**src/hw/rtl/dsds_pkg.sv**
```systemverilog
`timescale 1ns / 1ps
`default_nettype none
package dsds_pkg;

  localparam int DEPTH_W        = 25;
  localparam int MAX_WIDTH_DEF  = 256;
  localparam int MAX_HEIGHT_DEF = 128;

  localparam logic [DEPTH_W-1:0] DEPTH_ONE = 25'h100_0000;

  localparam logic [1:0] OP_CLEAR = 2'd0;
  localparam logic [1:0] OP_WRITE = 2'd1;
  localparam logic [1:0] OP_READ  = 2'd2;

  localparam logic REG_WIDTH  = 1'b0;
  localparam logic REG_HEIGHT = 1'b1;

  localparam logic [1:0] RES_CENTER  = 2'd0;
  localparam logic [1:0] RES_BEST    = 2'd1;
  localparam logic [1:0] RES_OUTSIDE = 2'd2;

  typedef struct packed {
    logic [1:0]         opcode;
    logic [7:0]         pos_x;
    logic [6:0]         pos_y;
    logic [DEPTH_W-1:0] depth_value;
  } in_item_t;

  typedef struct packed {
    logic [DEPTH_W-1:0] dilated_depth;
    logic               read_outside;
  } out_item_t;

  typedef struct packed {
    logic       load;
    logic       sweep_clr;
    logic       sweep;
    logic       wr;
    logic       rd_center;
    logic       nb_clr;
    logic       nb_step;
    logic       out_load;
    logic [1:0] res_sel;
  } dp_cmd_t;

  typedef struct packed {
    logic in_area;
    logic covered;
    logic sweep_last;
    logic nb_last;
    logic out_free;
  } dp_status_t;

endpackage
`default_nettype wire

```
**src/hw/rtl/dsds_ctrl.sv**
```systemverilog
`timescale 1ns / 1ps
`default_nettype none
module dsds_ctrl
  import dsds_pkg::*;
(
  input  wire logic       clk,
  input  wire logic       rst,
  input  wire logic       in_valid,
  input  wire logic [1:0] in_opcode,
  output logic            in_stall,
  input  wire dp_status_t status,
  output dp_cmd_t         cmd
);

  localparam logic [2:0] S_SWEEP  = 3'd0;
  localparam logic [2:0] S_IDLE   = 3'd1;
  localparam logic [2:0] S_WRITE  = 3'd2;
  localparam logic [2:0] S_CENTER = 3'd3;
  localparam logic [2:0] S_CHECK  = 3'd4;
  localparam logic [2:0] S_SCAN   = 3'd5;
  localparam logic [2:0] S_DRAIN  = 3'd6;
  localparam logic [2:0] S_RESULT = 3'd7;

  logic [2:0] state;
  logic [2:0] state_next;
  logic [1:0] res_sel;
  logic [1:0] res_sel_next;

  assign in_stall = (state != S_IDLE);

  always_comb begin
    state_next    = state;
    res_sel_next  = res_sel;
    cmd           = '0;
    cmd.res_sel   = res_sel;
    case (state)
      S_SWEEP: begin
        cmd.sweep = 1'b1;
        if (status.sweep_last) begin
          state_next = S_IDLE;
        end
      end
      S_IDLE: begin
        if (in_valid) begin
          cmd.load = 1'b1;
          case (in_opcode)
            OP_CLEAR: begin
              cmd.sweep_clr = 1'b1;
              state_next    = S_SWEEP;
            end
            OP_WRITE: state_next = S_WRITE;
            OP_READ:  state_next = S_CENTER;
            default:  state_next = S_IDLE;
          endcase
        end
      end
      S_WRITE: begin
        cmd.wr     = status.in_area;
        state_next = S_IDLE;
      end
      S_CENTER: begin
        if (status.in_area) begin
          cmd.rd_center = 1'b1;
          state_next    = S_CHECK;
        end else begin
          res_sel_next = RES_OUTSIDE;
          state_next   = S_RESULT;
        end
      end
      S_CHECK: begin
        if (status.covered) begin
          res_sel_next = RES_CENTER;
          state_next   = S_RESULT;
        end else begin
          cmd.nb_clr = 1'b1;
          state_next = S_SCAN;
        end
      end
      S_SCAN: begin
        cmd.nb_step = 1'b1;
        if (status.nb_last) begin
          state_next = S_DRAIN;
        end
      end
      S_DRAIN: begin
        // The last neighbor's data is folded into the maximum at this edge.
        res_sel_next = RES_BEST;
        state_next   = S_RESULT;
      end
      S_RESULT: begin
        if (status.out_free) begin
          cmd.out_load = 1'b1;
          state_next   = S_IDLE;
        end
      end
      default: state_next = S_IDLE;
    endcase
  end

  always_ff @(posedge clk) begin
    if (rst) begin
      state   <= S_SWEEP;
      res_sel <= RES_CENTER;
    end else begin
      state   <= state_next;
      res_sel <= res_sel_next;
    end
  end

endmodule
`default_nettype wire

```
**config.mk**
```make
export PLATFORM = sky130hd
export DESIGN_NAME = dsds_ctrl
export DESIGN_NICKNAME = d
export VERILOG_FILES = /design/src/hw/rtl/dsds_pkg.sv /design/src/hw/rtl/dsds_ctrl.sv
export SDC_FILE = /design/constraint.sdc
export NUM_CORES = 1
export LEC_CHECK = 0
export BUFFER_PORTS_ARGS = -buffer_cell sky130_fd_sc_hd__buf_2
export CAP_MARGIN = 20
export CORE_AREA = 2 2 39 41
export CTS_CLUSTER_DIAMETER = 60
export DETAILED_ROUTE_END_ITERATION = 16
export DIE_AREA = 0 0 41 43
export PLACE_DENSITY_LB_ADDON = 0.05
export RECOVER_POWER = 50
export SLEW_MARGIN = 10
export SYNTH_ARGS = -nofsm -noshare
export SYNTH_HDL_FRONTEND = slang
export SYNTH_SLANG_ARGS = --single-unit
export TNS_END_PERCENT = 30
```
**constraint.sdc**
```tcl
create_clock -name clk -period 2.7 [get_ports clk]
set_input_delay 0.54 -clock clk [delete_from_list [all_inputs] [get_ports clk]]
set_output_delay 0.54 -clock clk [all_outputs]
set_load 0.005 [all_outputs]
```
== Word level (Yosys, flattened, before mapping) ==
Cells that the tools add are included.
W data, S select, Z words.

* Register bits after elaboration: 5
* Bits in latches: 0
* Bits in writable memories: 0
* ROM bits: 0
* Logic and storage cells: 46
* Memories kept: 0

* $add $sub $neg: 0
* $mul: 0
* Divide/modulo/power cells: 0
* Order comparisons: 0
* Equal/unequal tests: 16
* Shift-type cells: 0
* Muxes and demuxes: 23
* Bitwise gates (word level): 0
* Reduce and logical (&&, ||, !) cells: 5

{| class="wikitable"
|+ Operators by type and width
! kind !! count
|-
| $pmux W3 S8 || 1
|-
| $eq A3 B3 Y1 const B || 4
|-
| $mux W2 || 6
|-
| $mux W3 || 4
|-
| $ne A2 B2 Y1 const B || 6
|-
| $pmux W2 S3 || 2
|-
| $mux W1 || 10
|-
| $eq A3 B2 Y1 const B || 2
|-
| $reduce_and A4 Y1 || 1
|-
| $eq A3 B1 Y1 const B || 1
|-
| $logic_not A3 Y1 || 1
|-
| $ne A3 B1 Y1 const B || 1
|-
| $reduce_and A3 Y1 || 1
|-
| $reduce_bool A3 Y1 || 1
|-
| $eq A2 B1 Y1 const B || 1
|-
| $eq A2 B2 Y1 const B || 1
|-
| $logic_not A2 Y1 || 1
|}

== Longest topological paths before layout ==
* Depth in word-level cells: 4
* Depth in mapped cells: 6
* Depth with buffers taken out: 6

== Worst setup path after synthesis ==
Ideal clock, no wire load.

* Kind: reg-to-output
* Start point: register state[2]
* End point: output cmd[8] (netlist bit)
* Arrival time: 985 ps
* Data required time: 2160 ps
* Path slack: 1175 ps
* Stages on the path, launching flop included: 5
* Buffers on the path: 0
* Path through: dfxtp_1 -> nand2b_1 -> or2_1 -> nor2_2 -> and2_1

{| class="wikitable"
|+ RTL lines
! element !! line !! RTL
|-
| start: declaration || dsds_ctrl.sv:24 || <nowiki>logic [2:0] state;</nowiki>
|-
| start signal: assignment || dsds_ctrl.sv:105 || <nowiki>state <= state_next;</nowiki>
|-
| end: declaration || dsds_ctrl.sv:12 || <nowiki>output dp_cmd_t cmd</nowiki>
|}

==> results.toml <==
[setup_path]
worstSetupPathType = "reg2out"
rr_startpoint = "state[2]$_SDFFE_PP0P_"
slowest_stage = "dfxtp_1"
critPathRequiredTime_ps = 2160
startpoint_type = "flop"
cp_slowest_stage_delay_ps = 580
critPathMaxFanout = 15
worstPathArrival_ps = 1530
regToRegSetupSlack_ps = 1320
path_cells = "nand2b_1 -> or2_1 -> nor2_2 -> and2_1 -> buf_2"
r2r_end = "res_sel[0]$_SDFFE_PP0P_"
endpoint_kind = "output port"
reg2reg_depth = 4

[timing]
timing.final.hold_violations = 0
max_slew_margin_pct = 70.6
finalClockSkew_ps = 4.66
maxSlewViolCount = 0
post-route-period-util_pct = 76.7
max_freq_mhz = 483
period_needed_ps = 2070
rsz0062_at_grt = "false"
setup_violations = 0
whs_ps = 468
worst_pin_slew_ps = 441
tns_ps = 0

[place]
port-buffer-count = 20
hpwl_um = 706
place_area_um2 = 505
finalWeightedCongestion = 0.676

[global_route]
grt_pass1_wl_mm = 1.52
grt_pass1_vias = 362
grt_overflow = 0
antenna_found_initial = 0
grt_max_degree = 16
track_usage_pct = 12.6

[floorplan]
die_h_um = 43
coreArea_mm2 = 0.00138
die-width_um = 41
num_rows = 14
initial_core_util_pct = 29.4
io_pins = 21
dieArea_mm2 = 0.00176

[routing]
drt-initial-drc-count = 4
drt-total-wl_um = 928
wl_per_cell_um = 10.1
vias_per_cell = 4.63
num_vias = 426
ant_nets = 0
dr.pass1.iters = 3
drc = 0

[logic_synthesis]
ys_types = 25
syn_nets = 68
yosysWarnings = 0
synth-seq-cells = 5
synth_edf_count = 0
netlist_instances = 55
mappedNetlistArea_um2 = 407
synth_flop_cell = "dfxtp_1"
seq_area_frac_synth_pct = 24.6
syn_area_per_cell_um2 = 7.39
synthArstFlopShare_pct = 0

[power_and_ir_drop]
leakagePower_nw = 0.238
power.total_uw = 197
p_int_uw = 147
switching_share_pct = 25.4
switching_power_uw = 49.9
pwr-share-clk_pct = 43.0
power.density_mw_per_mm2 = 378
p_comb_share_pct = 15.6
vdd_drop_max_mv = 0.252
p_seq_share_pct = 41.5

[final_layout]
area_growth_pct = 28.0
nFillCells = 168
nNetsFinal = 90
layout_common_cells = "18 x buf_2, 8 x nand2_1, 5 x a21oi_1, 5 x dfxtp_1"
diodes = 0
layout-drive-gt1-share_pct = 28.9
final_common_cell = "buf_2"
multi_input_area_um2 = 265
regArea_um2 = 100
final_cell_area_um2 = 520

[clock_tree]
clockRootBuffer = "clkbuf_4"
cts_setup_buffers = 0
tritoncts = "built"
cts_hold_buf = 0
numCtsBuffers = 3
cts_buffer_depth = 2
clock_latency_ps = 240
cts_resized = 0
cts.clk_slew.worst_paths_ps = 40
clkSinkCount = 5
htree_levels = 1

[hold_path]
hold_depth = 2
worstHoldEndpoint = "res_sel[1]$_SDFFE_PP0P_"
hold_path.class = "reg2reg"
hp-start = "res_sel[1]$_SDFFE_PP0P_"

[run]
maxCapViolations = 0

[outcome]
status = "finished, final reports clean"
## area by class of cell
cell class,count,area share [%]
Clock buffer,4,5.05
Inverter,3,2.16
Multi-Input combinational cell,44,51.0
Sequential cell,5,19.2
Tap cell,16,3.85
Timing Repair Buffer,20,18.8
## worst max-delay path, delay by kind of cell, from the launching register on
family        cells  cell delay, ps
buf+inv           1             100
simple gates      4             610
flops             1             580
## synth_stat cells, drive strengths merged, types with 2 or more instances
cell / n / area [um2]
nand2: 8 / 32.5
nand2b: 4 / 25.0
a21oi: 5 / 25.0
o21ai: 2 / 10.0
and2: 2 / 12.5
dfxtp: 5 / 100
buf: 3 / 21.3
nor3: 4 / 20.0
nor2: 4 / 17.5
or2: 3 / 18.8
ha: 3 / 37.5
inv: 3 / 11.3
## through the flow
| step | cells | utilization (%) | setup WS [ps] |
|---|---|---|---|
| after global placement | 88 | 36.5 | 865 |
| after CTS | 92 | 38.4 | 584 |
| after detailed placement | 88 | 36.5 | 849 |
| final | 92 | 37.6 | 628 |
| after global routing | 92 | 37.6 | 444 |
| after floorplan | 55 | - | 1170 |
## sequential cells by signal, indices dropped and copies added, names as in the netlist
| signal | cells |
|---|---|
| res_sel | 2 |
| state | 3 |
## logic make-up after synthesis
| logic type | Yosys count | share of synthesized area, % |
|---|---|---|
| and+or+nand+nor | 29 | 38.5 |
| buffers and inverters | 6 | 8.00 |
| DFF | 5 | 24.6 |
| AOI/OAI and AO/OA | 12 | 19.7 |
| adders and majority gates | 3 | 9.23 |
## worst max-delay path by stage
stage                          start     end  cells after the start
3_5_place_dp   state[0]$_SDFFE_PP0P_  cmd[8]                      5
2_1_floorplan  state[2]$_SDFFE_PP0P_  cmd[8]                      4
3_3_place_gp   state[0]$_SDFFE_PP0P_  cmd[8]                      5
4_1_cts        state[0]$_SDFFE_PP0P_  cmd[8]                      5
6_report       state[0]$_SDFFE_PP0P_  cmd[8]                      5
5_1_grt        state[0]$_SDFFE_PP0P_  cmd[8]                      5
## power groups by stage
stage               logic (mW)  registers [mW]  clock network, mW
floorplan               0.0201          0.0789                  0
global placement        0.0315          0.0833                  0
detailed placement      0.0312          0.0833                  0
CTS                     0.0315          0.0819             0.0896
global route            0.0356          0.0823             0.0949
finish                  0.0307          0.0816             0.0846
## per-layer routing
metal | up-vias | share of wire, % | GRT usage (%) | routed length [um]
met5 | - | 0 | 0 | 0
met1 | 180 | 49 | 17.4 | 454
met2 | 12 | 44 | 16.3 | 404
met3 | 0 | 7.4 | 6.81 | 69
li1 | 234 | - | - | -
met4 | 0 | 0 | 4.00 | 0
Note: power is estimated with default switching activity, not from simulation.
